[src/hw/rtl/clnw_pkg.sv]
// ----------------------------------------------------------------------------
// clnw_pkg
// Shared types, codes and constants for the character display nibble writer.
// ----------------------------------------------------------------------------
`default_nettype none

package clnw_pkg;

   localparam int COLUMNS_DEFAULT = 20;
   localparam int ROWS_DEFAULT    = 4;

   // operation codes on req_cmd
   localparam logic [2:0] CMD_PUT_CHAR    = 3'd0;
   localparam logic [2:0] CMD_PUT_CHAR_AT = 3'd1;
   localparam logic [2:0] CMD_RAW         = 3'd2;
   localparam logic [2:0] CMD_MOVE        = 3'd3;
   localparam logic [2:0] CMD_CLEAR       = 3'd4;

   localparam logic [7:0] CLEAR_BYTE = 8'h01;

   // nibble steps of one job
   localparam logic [1:0] STEP_ADDR_HI = 2'd0;
   localparam logic [1:0] STEP_ADDR_LO = 2'd1;
   localparam logic [1:0] STEP_DATA_HI = 2'd2;
   localparam logic [1:0] STEP_DATA_LO = 2'd3;

   // one job: optional set-address byte, then optional data/command byte
   typedef struct packed {
      logic       has_addr;
      logic [7:0] addr;
      logic       has_data;
      logic       rs;
      logic [7:0] data;
   } job_type;

   // DDRAM start address of a row counted from 0
   function automatic logic [7:0] row_base(input logic [1:0] row_idx);
      logic [7:0] base;
      case (row_idx)
         2'd0:    base = 8'h80;
         2'd1:    base = 8'hC0;
         2'd2:    base = 8'h94;
         default: base = 8'hD4;
      endcase
      return base;
   endfunction

endpackage

`default_nettype wire

[src/hw/rtl/clnw_front.sv]
// ----------------------------------------------------------------------------
// clnw_front
// Accepts items, tracks the cursor and turns each item into at most one job.
// ----------------------------------------------------------------------------
`default_nettype none

module clnw_front #(
   parameter int COLUMNS = clnw_pkg::COLUMNS_DEFAULT,
   parameter int ROWS    = clnw_pkg::ROWS_DEFAULT
) (
   input  wire                  clock,
   input  wire                  reset,
   input  wire                  push,
   input  wire  [2:0]           req_cmd,
   input  wire  [7:0]           req_data_byte,
   input  wire  [2:0]           req_row,
   input  wire  [4:0]           req_col,
   input  wire                  queue_full,
   output logic                 job_push,
   output clnw_pkg::job_type    job
);
   import clnw_pkg::*;

   localparam logic [4:0] LAST_COL = 5'(COLUMNS - 1);
   localparam logic [1:0] LAST_ROW = 2'(ROWS - 1);
   localparam logic [2:0] ROW_MAX  = 3'(ROWS);

   // cursor kept as row/column; the end-of-screen position behaves as 0
   logic [1:0] cur_row_ff, cur_row_in;
   logic [4:0] cur_col_ff, cur_col_in;

   logic       accept;
   logic       row_ok;
   logic [7:0] goto_addr;
   logic       produce;

   assign accept    = push && !queue_full;
   assign row_ok    = (req_row != 3'd0) && (req_row <= ROW_MAX);
   assign goto_addr = row_base(2'(req_row - 3'd1)) + {3'b000, req_col} - 8'd1;

   always_comb begin
      job        = '0;
      produce    = 1'b0;
      cur_row_in = cur_row_ff;
      cur_col_in = cur_col_ff;
      case (req_cmd)
         CMD_PUT_CHAR: begin
            produce      = 1'b1;
            job.has_addr = (cur_col_ff == 5'd0);
            job.addr     = row_base(cur_row_ff);
            job.has_data = 1'b1;
            job.rs       = 1'b1;
            job.data     = req_data_byte;
            if (cur_col_ff == LAST_COL) begin
               cur_col_in = 5'd0;
               cur_row_in = (cur_row_ff == LAST_ROW) ? 2'd0 : cur_row_ff + 2'd1;
            end else begin
               cur_col_in = cur_col_ff + 5'd1;
            end
         end
         CMD_PUT_CHAR_AT: begin
            produce      = 1'b1;
            job.has_addr = row_ok;
            job.addr     = goto_addr;
            job.has_data = 1'b1;
            job.rs       = 1'b1;
            job.data     = req_data_byte;
         end
         CMD_RAW: begin
            produce      = 1'b1;
            job.has_data = 1'b1;
            job.data     = req_data_byte;
         end
         CMD_MOVE: begin
            produce      = row_ok;
            job.has_addr = 1'b1;
            job.addr     = goto_addr;
         end
         CMD_CLEAR: begin
            produce      = 1'b1;
            job.has_data = 1'b1;
            job.data     = CLEAR_BYTE;
            cur_row_in   = 2'd0;
            cur_col_in   = 5'd0;
         end
         default: begin
            produce = 1'b0;
         end
      endcase
   end

   assign job_push = accept && produce;

   always_ff @(posedge clock) begin
      if (reset) begin
         cur_row_ff <= 2'd0;
         cur_col_ff <= 5'd0;
      end else if (accept) begin
         cur_row_ff <= cur_row_in;
         cur_col_ff <= cur_col_in;
      end
   end

endmodule

`default_nettype wire

[src/hw/rtl/clnw_job_fifo.sv]
// ----------------------------------------------------------------------------
// clnw_job_fifo
// Two-entry job queue between the front and the nibble sequencer.
// ----------------------------------------------------------------------------
`default_nettype none

module clnw_job_fifo (
   input  wire                  clock,
   input  wire                  reset,
   input  wire                  wr_en,
   input  wire clnw_pkg::job_type wr_job,
   output logic                 full,
   input  wire                  rd_en,
   output logic                 not_empty,
   output clnw_pkg::job_type    rd_job
);
   import clnw_pkg::*;

   job_type    slot_ff [2];
   logic       wr_ptr_ff, wr_ptr_in;
   logic       rd_ptr_ff, rd_ptr_in;
   logic [1:0] count_ff, count_in;
   logic       do_wr, do_rd;

   assign full      = (count_ff == 2'd2);
   assign not_empty = (count_ff != 2'd0);
   assign do_wr     = wr_en && !full;
   assign do_rd     = rd_en && not_empty;
   assign rd_job    = slot_ff[rd_ptr_ff];

   always_comb begin
      wr_ptr_in = do_wr ? ~wr_ptr_ff : wr_ptr_ff;
      rd_ptr_in = do_rd ? ~rd_ptr_ff : rd_ptr_ff;
      count_in  = count_ff + {1'b0, do_wr} - {1'b0, do_rd};
   end

   always_ff @(posedge clock) begin
      if (do_wr) begin
         slot_ff[wr_ptr_ff] <= wr_job;
      end
   end

   always_ff @(posedge clock) begin
      if (reset) begin
         wr_ptr_ff <= 1'b0;
         rd_ptr_ff <= 1'b0;
         count_ff  <= 2'd0;
      end else begin
         wr_ptr_ff <= wr_ptr_in;
         rd_ptr_ff <= rd_ptr_in;
         count_ff  <= count_in;
      end
   end

endmodule

`default_nettype wire

[src/hw/rtl/clnw_back.sv]
// ----------------------------------------------------------------------------
// clnw_back
// Nibble sequencer: splits each job into nibbles into the result register,
// one per cycle while that register is empty or being popped.
// ----------------------------------------------------------------------------
`default_nettype none

module clnw_back (
   input  wire                  clock,
   input  wire                  reset,
   input  wire                  job_avail,
   input  wire clnw_pkg::job_type job_in,
   output logic                 job_take,
   output logic                 empty,
   input  wire                  pop,
   output logic                 rsp_reg_select,
   output logic [3:0]           rsp_nibble,
   output logic                 rsp_last
);
   import clnw_pkg::*;

   job_type    job_ff;
   logic       busy_ff, busy_in;
   logic [1:0] step_ff, step_in;
   logic       out_valid_ff, out_valid_in;
   logic       out_rs_ff;
   logic [3:0] out_nib_ff;
   logic       out_last_ff;

   logic       advance;
   logic       is_last;
   logic       cur_rs;
   logic [3:0] cur_nib;

   assign advance = busy_ff && (!out_valid_ff || pop);
   assign is_last = (step_ff == STEP_DATA_LO) ||
                    ((step_ff == STEP_ADDR_LO) && !job_ff.has_data);
   assign job_take = job_avail && (!busy_ff || (advance && is_last));

   always_comb begin
      cur_rs  = 1'b0;
      cur_nib = job_ff.addr[7:4];
      case (step_ff)
         STEP_ADDR_HI: cur_nib = job_ff.addr[7:4];
         STEP_ADDR_LO: cur_nib = job_ff.addr[3:0];
         STEP_DATA_HI: begin
            cur_rs  = job_ff.rs;
            cur_nib = job_ff.data[7:4];
         end
         STEP_DATA_LO: begin
            cur_rs  = job_ff.rs;
            cur_nib = job_ff.data[3:0];
         end
         default: cur_nib = job_ff.addr[7:4];
      endcase
   end

   always_comb begin
      busy_in = busy_ff;
      step_in = step_ff;
      if (job_take) begin
         busy_in = 1'b1;
         step_in = job_in.has_addr ? STEP_ADDR_HI : STEP_DATA_HI;
      end else if (advance) begin
         if (is_last) begin
            busy_in = 1'b0;
         end else begin
            step_in = step_ff + 2'd1;
         end
      end
      out_valid_in = advance || (out_valid_ff && !pop);
   end

   always_ff @(posedge clock) begin
      if (job_take) begin
         job_ff <= job_in;
      end
      if (advance) begin
         out_rs_ff   <= cur_rs;
         out_nib_ff  <= cur_nib;
         out_last_ff <= is_last;
      end
   end

   always_ff @(posedge clock) begin
      if (reset) begin
         busy_ff      <= 1'b0;
         step_ff      <= STEP_ADDR_HI;
         out_valid_ff <= 1'b0;
      end else begin
         busy_ff      <= busy_in;
         step_ff      <= step_in;
         out_valid_ff <= out_valid_in;
      end
   end

   assign empty          = !out_valid_ff;
   assign rsp_reg_select = out_rs_ff;
   assign rsp_nibble     = out_nib_ff;
   assign rsp_last       = out_last_ff;

endmodule

`default_nettype wire

[src/hw/rtl/char_lcd_nibble_writer_top.sv]
// ----------------------------------------------------------------------------
// char_lcd_nibble_writer_top
// Turns display operations into 4-bit bus nibbles for a 20x4 character LCD.
//
// Input side is a queue: present an item and raise push; it is taken on a
// clock edge with push high and full low. Each item yields up to four
// nibbles (set-address byte and/or data/command byte, high half first);
// rsp_last marks the final nibble of an item. Items that yield nothing
// (move cursor to an invalid row, unused codes) are taken and dropped.
// Result side is a queue: while empty is low the oldest nibble is on the
// rsp_ ports and is taken on an edge with pop high.
// An item goes through the job queue and the job register before its first
// nibble reaches the result register. The sequencer gives one nibble per
// cycle while the receiver keeps popping; a two-job queue lets new items be
// accepted while the sequencer works. If the receiver stops popping, the
// sequencer holds, the job queue fills and full rises.
// Reset (synchronous) clears the cursor to row 1 column 1 and empties all
// queues. The enable hold time does not alter the nibble stream here.
// ----------------------------------------------------------------------------
`default_nettype none

module char_lcd_nibble_writer_top #(
   parameter int COLUMNS = clnw_pkg::COLUMNS_DEFAULT,
   parameter int ROWS    = clnw_pkg::ROWS_DEFAULT
) (
   input  wire         clock,
   input  wire         reset,
   input  wire         push,
   output logic        full,
   input  wire  [2:0]  req_cmd,
   input  wire  [7:0]  req_data_byte,
   input  wire  [2:0]  req_row,
   input  wire  [4:0]  req_col,
   output logic        empty,
   input  wire         pop,
   output logic        rsp_reg_select,
   output logic [3:0]  rsp_nibble,
   output logic        rsp_last,
   input  wire         csr_wr_en,
   input  wire  [15:0] csr_wr_data
);
   import clnw_pkg::*;

   job_type front_job;
   job_type queue_job;
   logic    front_push;
   logic    queue_full;
   logic    queue_avail;
   logic    back_take;

   assign full = queue_full;

   clnw_front #(
      .COLUMNS (COLUMNS),
      .ROWS    (ROWS)
   ) u_front (
      .clock         (clock),
      .reset         (reset),
      .push          (push),
      .req_cmd       (req_cmd),
      .req_data_byte (req_data_byte),
      .req_row       (req_row),
      .req_col       (req_col),
      .queue_full    (queue_full),
      .job_push      (front_push),
      .job           (front_job)
   );

   clnw_job_fifo u_job_fifo (
      .clock     (clock),
      .reset     (reset),
      .wr_en     (front_push),
      .wr_job    (front_job),
      .full      (queue_full),
      .rd_en     (back_take),
      .not_empty (queue_avail),
      .rd_job    (queue_job)
   );

   clnw_back u_back (
      .clock          (clock),
      .reset          (reset),
      .job_avail      (queue_avail),
      .job_in         (queue_job),
      .job_take       (back_take),
      .empty          (empty),
      .pop            (pop),
      .rsp_reg_select (rsp_reg_select),
      .rsp_nibble     (rsp_nibble),
      .rsp_last       (rsp_last)
   );

endmodule

`default_nettype wire
[config.mk]
export PLATFORM = sky130hd
export DESIGN_NAME = char_lcd_nibble_writer_top
export DESIGN_NICKNAME = d
export VERILOG_FILES = /design/src/hw/rtl/clnw_pkg.sv /design/src/hw/rtl/clnw_front.sv /design/src/hw/rtl/clnw_job_fifo.sv /design/src/hw/rtl/clnw_back.sv /design/src/hw/rtl/char_lcd_nibble_writer_top.sv
export SDC_FILE = /design/constraint.sdc
export NUM_CORES = 1
export LEC_CHECK = 0
export BUFFER_PORTS_ARGS = -buffer_cell sky130_fd_sc_hd__buf_2
export CORE_ASPECT_RATIO = 1.2
export CORE_UTILIZATION = 50
export CTS_CLUSTER_SIZE = 14
export DETAILED_ROUTE_END_ITERATION = 8
export PLACE_DENSITY = 0.76
export REMOVE_ABC_BUFFERS = 1
export SYNTH_ARGS = -nofsm -noshare
export SYNTH_HDL_FRONTEND = slang
export SYNTH_HIERARCHICAL = 1
export SYNTH_SLANG_ARGS = --single-unit
[constraint.sdc]
create_clock -name clock -period 2.8 [get_ports clock]
set_input_delay 0.84 -clock clock [delete_from_list [all_inputs] [get_ports clock]]
set_output_delay 0.84 -clock clock [all_outputs]
set_load 0.01 [all_outputs]
==> reports/qor.yml <==
pin_count: 48
gp_congestion: 0.8162
cts_made_buffers: 9
die_y_um: 95.19
max_stage_delay_ns: 0.37
yosysWarnings: 6
crit_chain: "buf_2, inv_1, ha_1, xor2_1, ha_1, a211oi_1, o21ai_0, xnor2_1, o22ai_1"
ys_types: 51
wl_mm: 5.740
finClkSkew_ns: 0.01165
place_hpwl_mm: 4.211
swShare_pct: 30.24
diodes: 0
fin_ws_ns: 0.2020
r2r_slack_ns: 0.59
cap_violations: 0
yosysSeqAreaShare_pct: 60.30
syn_avg_cell_area_um2: 13.25
drtIter0Drc: 118
overflow: 0
post-route-period-util_pct: 92.79
synth.top_cells.by_area: "edfxtp_1 (51%), dfxtp_1 (8.9%), mux2_1 (5.9%), ha_1 (5.9%), inv_1 (2.3%)"
fin_tns_setup_ns: 0
status: "finished clean"
min_period_ns: 2.598
worstHoldPathType: "flip-flop to flip-flop"
powerDensity_nw_per_um2: 823.8
r2r-start: "u_back/step_ff[1]"
reg2reg_depth: 11
cts_root_buffer: "clkbuf_8"
clock_path_buffers: 2
drc: 0
yosysTopAreaCell: "edfxtp_1"
design.core.area_um2: 6937
initial_utilization_pct: 52.16
cts_tree: "built"
dp_slack_ns: -0.1847
drt_first_pass_iters: 4
via_per_inst: 5.176
grtUsageTotal_pct: 16.93
postCtsResizedCells: 0
end_kind: "flip-flop"
grt_max_degree: 21
rr_endpoint: "u_job_fifo/count_ff[1]"
synth_top_area_share_pct: 51.45
synth_area_um2: 3618
final_nets: 376
syn-instance-count: 273
clk_pin_slew_worst_paths_ns: 0.08
finalSetupViolations: 0
synth_ff_type: "edfxtp_1"
cts.sinks: 78
path_class: "input pin to flip-flop"
avgRoutedWirePerCell_um: 14.00
p_int_mw: 2.375
final_util_pct: 59.58
worst_pin_slew_ns: 0.6197
async_flop_share_pct: 0
clockPowerShare_pct: 22.1
synth.most_common_cell: "edfxtp_1"
slew_headroom_pct: 58.60
p_sw_mw: 1.029
grt_pass1_wl_mm: 9.411
cpMaxStageDelayCell: "a211oi_1"
cp_max_fo: 3
cp_data_required_time_ns: 2.87
clk_latency_ns: 0.34
dr_total_vias: 2122
hold_start: "u_job_fifo/wr_ptr_ff"
multi_input_area_um2: 1311
num_rows: 33
hold_path_end: "u_job_fifo/wr_ptr_ff"
ir_drop_v: 0.0003143
io_buffer_count: 30
final-seq-area_um2: 2182
rsz0062_at_grt: "no"
antenna_found_initial: 0
cts_setup_buffers: 0
hold_depth: 2
slew_viol_final: 0
drive_gt1_share_pct: 22.29
power_frac_seq_pct: 51.7
p_comb_share_pct: 26.2
nFillCells: 552
grt_pass1_vias: 2069
synth_edf_count: 62
fmax_ghz: 0.3849
die_width_um: 79.66
p_leak_nw: 1.588
startpoint_type: "input pin"
hold_buffers: 0
crit_top_cell: "ha_1"
ys_ff_latch: 78
yosys-top-cells-count: "edfxtp_1 (62), inv_1 (22), nor2_1 (21), mux2_1 (19), ha_1 (17)"
die-area_um2: 7583
postRouteAntennaNets: 0
cp.arrival_ns: 2.67
htree_levels: 3
syn_to_final_growth_pct: 14.21
finalHoldViolations: 0
==> sequential cells by signal, summed over array words and instances (netlist names), 2 cells and up, named ones only <==
name and count:
u_back/rsp_nibble 4, u_front/cur_row_ff 2, u_front/cur_col_ff 5, u_back/step_ff 2, u_job_fifo/slot_ff 38, u_job_fifo/count_ff 2, u_back/job_ff 18
==> area by class of cell <==
class | instances | share of cell area [%]
Sequential cell | 78 | 52.80
Tap cell | 87 | 2.634
Inverter | 23 | 2.089
Multi-Input combinational cell | 164 | 31.73
Clock inverter | 7 | 1.332
Clock buffer | 9 | 2.997
Timing Repair Buffer | 42 | 6.418
==> power groups by stage <==
stage	clock, mW	combinational, mW	sequential [mW]
6_report	0.752	0.893	1.76
5_1_grt	0.825	0.997	1.79
4_1_cts	0.781	0.905	1.77
3_5_place_dp	0	0.900	1.79
2_1_floorplan	0	0.616	1.77
3_3_place_gp	0	0.885	1.77
==> cells by family after synthesis <==
family	synth area share, %
adders and majority gates	6.431
muxes	7.020
DFF	60.30
and+or+nand+nor	11.86
AOI/OAI and AO/OA	8.299
xor gates and xnor gates	2.421
buffers and inverters	3.665
==> worst max path at each step <==
stage,start,to,slack [ns],depth (start not counted)
2_1_floorplan,req_row[0],u_job_fifo/slot_ff[0][0],-0.07,8
3_3_place_gp,req_row[0],u_job_fifo/slot_ff[0][2],-0.13,11
3_5_place_dp,req_row[0],u_job_fifo/slot_ff[0][16],-0.18,9
4_1_cts,req_row[0],u_job_fifo/slot_ff[1][14],0.19,8
5_1_grt,req_row[0],u_job_fifo/slot_ff[1][16],0.01,9
6_report,req_row[0],u_job_fifo/slot_ff[1][16],0.20,9
==> critical path: cells and delay by family <==
| kind | cells | cell delay, ns |
|---|---|---|
| buf+inv | 2 | 0.11 |
| compound gates | 3 | 0.66 |
| xor+xnor | 2 | 0.45 |
| fa+ha+maj | 2 | 0.60 |
==> cell usage in the layout, fill, tap and decap left out, drive strengths merged, types with 2 or more instances in the layout <==
cell type / synthesis / layout
clkinv: 0 / 2
nor2: 21 / 21
nand3: 4 / 4
clkinvlp: 0 / 2
a21o: 2 / 2
nand2b: 6 / 6
nor3b: 4 / 4
a21oi: 12 / 12
dfxtp: 16 / 16
xnor2: 7 / 7
nand2: 6 / 6
xor2: 3 / 3
inv: 23 / 26
edfxtp: 62 / 62
nor4b: 3 / 3
ha: 17 / 17
mux2: 19 / 19
nor4: 3 / 3
buf: 5 / 42
or4: 2 / 2
and2: 7 / 7
o21ai: 13 / 13
nor3: 2 / 2
clkbuf: 3 / 9
mux2i: 4 / 4
a221oi: 2 / 2
o21a: 3 / 3
nor2b: 4 / 4
a222oi: 4 / 4
==> metrics by stage <==
stage / area, um^2 / power, mW / instances / hold slack, ns
5_1_grt: 4133 / 3.614 / 410 / 0.5288
3_3_place_gp: 3946 / 2.660 / 394 / 0.4690
3_5_place_dp: 3946 / 2.692 / 394 / 0.4849
6_report: 4133 / 3.405 / 410 / 0.4959
2_1_floorplan: 3572 / 2.390 / 265 / 0.4515
4_1_cts: 4125 / 3.451 / 410 / 0.4976
==> layer usage <==
layer,global-route usage [%],vias up,wire (um),part of all wire [%]
li1,-,1089,-,-
met1,19.52,985,2445,43
met2,28.42,35,2930,51
met3,4.689,13,194,3.4
met4,9.242,0,169,2.9
met5,0,-,0,0
Power figures use the tool's default switching activity.
